`src/rtl/core/heightmap_height_query_macros.svh`:
```
// Assertion macros shared by the height query RTL.
`ifndef HEIGHTMAP_HEIGHT_QUERY_MACROS_SVH
`define HEIGHTMAP_HEIGHT_QUERY_MACROS_SVH
`ifndef SYNTHESIS
`define HHQ_ASSERT_IMPL(lbl, clk, rst_n, prop, msg) \
  lbl: assert property (@(posedge clk) disable iff (!rst_n) prop) else $error(msg);
`define HHQ_ASSERT_NEVER(lbl, clk, rst_n, expr, msg) \
  lbl: assert property (@(posedge clk) disable iff (!rst_n) !(expr)) else $error(msg);
`else
`define HHQ_ASSERT_IMPL(lbl, clk, rst_n, prop, msg)
`define HHQ_ASSERT_NEVER(lbl, clk, rst_n, expr, msg)
`endif
`endif

```
`src/rtl/core/hhq_pkg.sv`:
```
`default_nettype none
package hhq_pkg;

  localparam int MAX_GRID_DIM_DEF = 127;
  localparam int STORE_DEPTH_DEF  = 16384;
  localparam int FRAC_BITS_DEF    = 12;

  localparam logic [1:0] CFG_CELL_SIZE = 2'd0;
  localparam logic [1:0] CFG_GRID_COLS = 2'd1;
  localparam logic [1:0] CFG_GRID_ROWS = 2'd2;

  localparam logic REQ_LOAD  = 1'b0;
  localparam logic REQ_QUERY = 1'b1;

  localparam logic [15:0] CELL_SIZE_RST = 16'd256;
  localparam logic [6:0]  GRID_DIM_RST  = 7'd127;
  localparam logic [15:0] HEIGHT_MAX    = 16'd65280;

  typedef struct packed {
    logic               req_type;
    logic [13:0]        sample_index;
    logic [7:0]         sample_value;
    logic signed [23:0] query_x;
    logic signed [23:0] query_z;
  } req_t;

  typedef struct packed {
    logic [15:0] height_y;
    logic        out_of_range;
  } rsp_t;

  typedef struct packed {
    logic valid;
    logic query;
    logic oor;
  } ctl_t;

  typedef struct packed {
    ctl_t        ctl;
    logic [13:0] idx;
    logic [7:0]  val;
  } side_t;

endpackage
`default_nettype wire

```
`src/rtl/core/hhq_blend.sv`:
```
`default_nettype none
module hhq_blend #(
  parameter int FRAC_BITS = 12
) (
  input  wire logic                 clk,
  input  wire logic                 rst_n,
  input  wire logic                 adv,
  input  wire hhq_pkg::ctl_t        in_ctl,
  input  wire logic [FRAC_BITS-1:0] fx,
  input  wire logic [FRAC_BITS-1:0] fz,
  input  wire logic [7:0]           h [4],
  output logic                      out_valid,
  output hhq_pkg::rsp_t             out_rsp
);
  import hhq_pkg::*;

  localparam int WW = FRAC_BITS + 1;
  localparam int PW = 8 + WW;
  localparam int SW = PW + 2;
  localparam int YW = SW + 8;
  localparam logic [WW-1:0] ONE  = WW'(1) << FRAC_BITS;
  localparam logic [YW-1:0] HALF = YW'(1) << (FRAC_BITS - 1);

  logic [WW-1:0] fsum;
  logic          lower;
  logic [WW-1:0] wa, wb, wc;
  logic [7:0]    ha, hb, hc;
  ctl_t          e3_ctl_r;
  logic [PW-1:0] pa_r, pb_r, pc_r;
  logic [SW-1:0] acc;
  logic [YW-1:0] yfull;
  logic [15:0]   y16;
  logic          out_valid_r;
  rsp_t          rsp_nxt;
  rsp_t          rsp_r;

  assign fsum  = {1'b0, fx} + {1'b0, fz};
  assign lower = fsum <= ONE;

  always_comb begin
    if (lower) begin
      wa = ONE - fsum;
      ha = h[0];
      wb = {1'b0, fx};
      hb = h[2];
      wc = {1'b0, fz};
      hc = h[1];
    end else begin
      wa = fsum - ONE;
      ha = h[3];
      wb = ONE - {1'b0, fx};
      hb = h[1];
      wc = ONE - {1'b0, fz};
      hc = h[2];
    end
  end

  always_ff @(posedge clk) begin
    if (!rst_n) begin
      e3_ctl_r <= '0;
    end else if (adv) begin
      e3_ctl_r <= in_ctl;
    end
  end

  always_ff @(posedge clk) begin
    if (adv) begin
      pa_r <= PW'(ha) * PW'(wa);
      pb_r <= PW'(hb) * PW'(wb);
      pc_r <= PW'(hc) * PW'(wc);
    end
  end

  assign acc   = SW'(pa_r) + SW'(pb_r) + SW'(pc_r);
  assign yfull = ({acc, 8'd0} + HALF) >> FRAC_BITS;
  assign y16   = (yfull > YW'(HEIGHT_MAX)) ? HEIGHT_MAX : yfull[15:0];

  always_ff @(posedge clk) begin
    if (!rst_n) begin
      out_valid_r <= 1'b0;
    end else if (adv) begin
      out_valid_r <= e3_ctl_r.valid;
    end
  end

  always_comb begin
    rsp_nxt = '0;
    if (e3_ctl_r.query && !e3_ctl_r.oor) begin
      rsp_nxt.height_y = y16;
    end else begin
      rsp_nxt.out_of_range = e3_ctl_r.query;
    end
  end

  always_ff @(posedge clk) begin
    if (adv) begin
      rsp_r <= rsp_nxt;
    end
  end

  assign out_valid = out_valid_r;
  assign out_rsp   = rsp_r;
endmodule
`default_nettype wire

```
`config.mk`:
```
export PLATFORM = sky130hd
export DESIGN_NAME = hhq_blend
export DESIGN_NICKNAME = d
export VERILOG_FILES = /design/src/rtl/core/heightmap_height_query_macros.svh /design/src/rtl/core/hhq_pkg.sv /design/src/rtl/core/hhq_blend.sv
export SDC_FILE = /design/constraint.sdc
export NUM_CORES = 1
export LEC_CHECK = 0
export BUFFER_PORTS_ARGS = -buffer_cell sky130_fd_sc_hd__clkbuf_2
export CAP_MARGIN = 5
export CORE_MARGIN = 2
export CORE_UTILIZATION = 37
export DETAILED_ROUTE_END_ITERATION = 10
export PLACE_DENSITY = 0.56
export SLEW_MARGIN = 20
export SYNTH_ARGS = -nofsm -noshare
export SYNTH_HDL_FRONTEND = slang
export SYNTH_SLANG_ARGS = --single-unit
export TNS_END_PERCENT = 100
```
`constraint.sdc`:
```
create_clock -name clk -period 15 [get_ports clk]
set_clock_uncertainty 0.1 [all_clocks]
set_input_delay 2.25 -clock clk [delete_from_list [all_inputs] [get_ports clk]]
set_output_delay 2.25 -clock clk [all_outputs]
set_load 0.02 [all_outputs]
```
==> impl_results.md <==
* Initial drt markers at 1,734
* Max incr delay on CP at 0.75 ns
* Final Hold Vio Count at 0
* Fillers at 5,224
* Arr. time, crit path at 11.51 ns
* Yosys top cell by area: fa_1
* H-Tree Depth at 3
* R2R setup slack at 9.92 ns
* Antenna violations before repair at 1
* First-pass GRT wire length at 104,000 microns
* Post-detail-place hpwl at approximately 51,000 microns
* Wirelength per Cell at 23.4 microns
* Area of the multi-input gates at 14,900 sq um
* Ys flop type: edfxtp_1
* Vias in the first global route at roughly 17,000
* Sum Neg Setup Slack at 0 ns
* Avg Synthesized Cell Area at around 8.6 sq um
* Highest Clock Rate at 86.9 MHz
* CP startpoint kind: primary input
* CTS Buf Count at 9
* Fraction of layout cells with a size suffix above 1 at 6.75%
* Via count at about 18,000
* Max clock buf depth at 2
* Synth area leaders: fa_1 23%, edfxtp_1 13%, ha_1 10%
* Yosys cell types at 91
* Synth async-reset ratio at 0%
* Slowest-stage cell, CP: or3_4
* Synth top area share at a little under a quarter
* Final setup violation count at 0
* Max Cap Viol at 0
* Via-to-Cell Ratio at 6.14
* Nets at 2,612
* Clock slew at reported path FFs at approximately 0.060 ns
* Fin crit share at about three quarters
* Slew at the pin with the worst max-slew slack at between 1 and 1.5 ns
* Total GRT Usage at 25.0%
* Synthesized area at 19,100 sq um
* Max-Slew Margin vs Limit at a little over a quarter
* Final Critical Period at roughly 12 ns
* Starting density of the core at 37.4%
* Setup Crit Path Kind: primary input to flop
* Most Frequent Cell on Critical Path: fa_1
* Crit path max fanout at 69
* Router iterations before antenna repair at 6
* Slew Limit Fails at 0
* Hold WC Path Type: flop to flop
* Core area at roughly 51,000 sq um
* I/O pin cnt at 80
* ANT cells at 0
* Clk_lat worst skew at between 0.3 and 0.4 ns
* Clk sinks at 84
* Req. time, crit path at 14.99 ns
* Die Wd at 231 microns
* RePlAce Congestion at 0.993
* # Post-CTS Setup Buffers at 0
* Mapped Cells at between 2,000 and 2,500
* Drc violations at 0
* CTS tree: done
* Hold buffer count at CTS at 0
* Pin count of the biggest net entering global routing at 149
* Post-synthesis register bit count at 84
* Post-Syn Nets at 2,668
* Commonest cells post-synth: 292 x inv_1, 219 x fa_1, 159 x ha_1
* YS warnings at 0
* Most frequent cell after synthesis: inv_1
* Die area at 53,600 sq um
* Area delta synth->final at 5.52%
* Final ANT Viol Nets at 0
* Outcome: finished clean
* Root Driver: clkbuf_16
* Critical path capture point type: flop
* Unrepaired setup endpoints after global routing: no
* Detailed-route wire length at 66,800 microns
* Post-cts resize count at 0
* Post-synth EDFFs at 80
* Part of the Yosys area used for sequential elements at about an eighth
* I/O Buffers at 79
* Rows at 83
* Register Area at 2480 sq um
* Grt ovf at 0
* Die Y-Extent at 231 microns
-- through the flow --
step / cell area, sq um / utilization, % / instances / hold WS (ns) / setup slack (ns)
after detailed placement: 19900 / 38.9 / 2841 / 0.423 / 3.28
after floorplan: 19100 / - / 2228 / 0.382 / 5.18
after global routing: 20200 / 39.5 / 2857 / 0.478 / 2.75
after CTS: 20200 / 39.5 / 2857 / 0.433 / 3.63
after global placement: 19900 / 38.9 / 2841 / 0.401 / 3.37
final: 20200 / 39.5 / 2857 / 0.427 / 3.49
-- metal layers --
layer	global-route usage [%]	share of wire [%]	vias to the layer above	wire [microns]
met1	35.3	45	8565	29800
met4	7.66	3.3	2	2220
met5	0	0.019	-	13
met3	3.64	8.0	161	5350
met2	39.5	44	843	29500
li1	-	-	7979	-
-- cell type report --
type	count	area share, %
Clock buffer	10	1.13
Clock inverter	6	0.192
Inverter	296	5.50
Multi-Input combinational cell	1684	73.9
Sequential cell	84	12.3
Tap cell	680	4.21
Timing Repair Buffer	97	2.76
-- registers in the layout (all words and copies together), names as in the netlist --
name / count
pa_r: 21
pb_r: 21
pc_r: 21
out_rsp: 17
e3_ctl_r: 3
out_valid: 1
-- worst paths after layout --
path	from	end	depth (start not counted)
hold reg to reg	out_valid	out_valid	2
setup / recovery	fz[1]	pc_r[19]	30
hold / removal	out_valid	out_valid	2
setup reg to reg	pa_r[4]	out_rsp[8]	12
-- cell families (layout without fill, tap and decap cells) --
group	count (synthesis)	count (layout)	share of synthesized area (%)
buffers and inverters	460	409	9.19
DFF	84	84	13.0
AOI/OAI and AO/OA	579	579	22.3
adders and majority gates	378	378	33.3
xor gates and xnor gates	87	87	4.02
and+or+nand+nor	632	632	17.8
muxes	8	8	0.425
-- worst max-delay path, delay by kind of cell --
kind,cells,cell delay (ns)
AO/OA/AOI/OAI,12,2.93
adder cells (fa/ha/maj),6,2.62
buffers and inverters,6,1.56
AND/OR/NAND/NOR,6,2.05
-- cells in the final DEF, fill, tap and decap left out, drive strengths merged, types with 12 or more instances in the layout --
master    n
o21a     17
a21oi    81
ha      159
edfxtp   80
clkbuf   88
a211oi   19
a21boi   12
nor2b    18
buf      19
and4     15
xor2     18
and3     63
a22o     35
xnor2    69
or3      24
nor2     76
a32o     63
a22oi    31
nand2   102
nor4     18
nand2b   14
nand4    60
nor3     78
and2     15
a32oi    17
a21o     16
nand3   117
o211ai   82
inv     294
o21ai   115
fa      219
a31oi    14
Power is left out: the tool's default activity adds up to more than one toggle a clock period on the data nets, which glitch-free logic cannot reach.
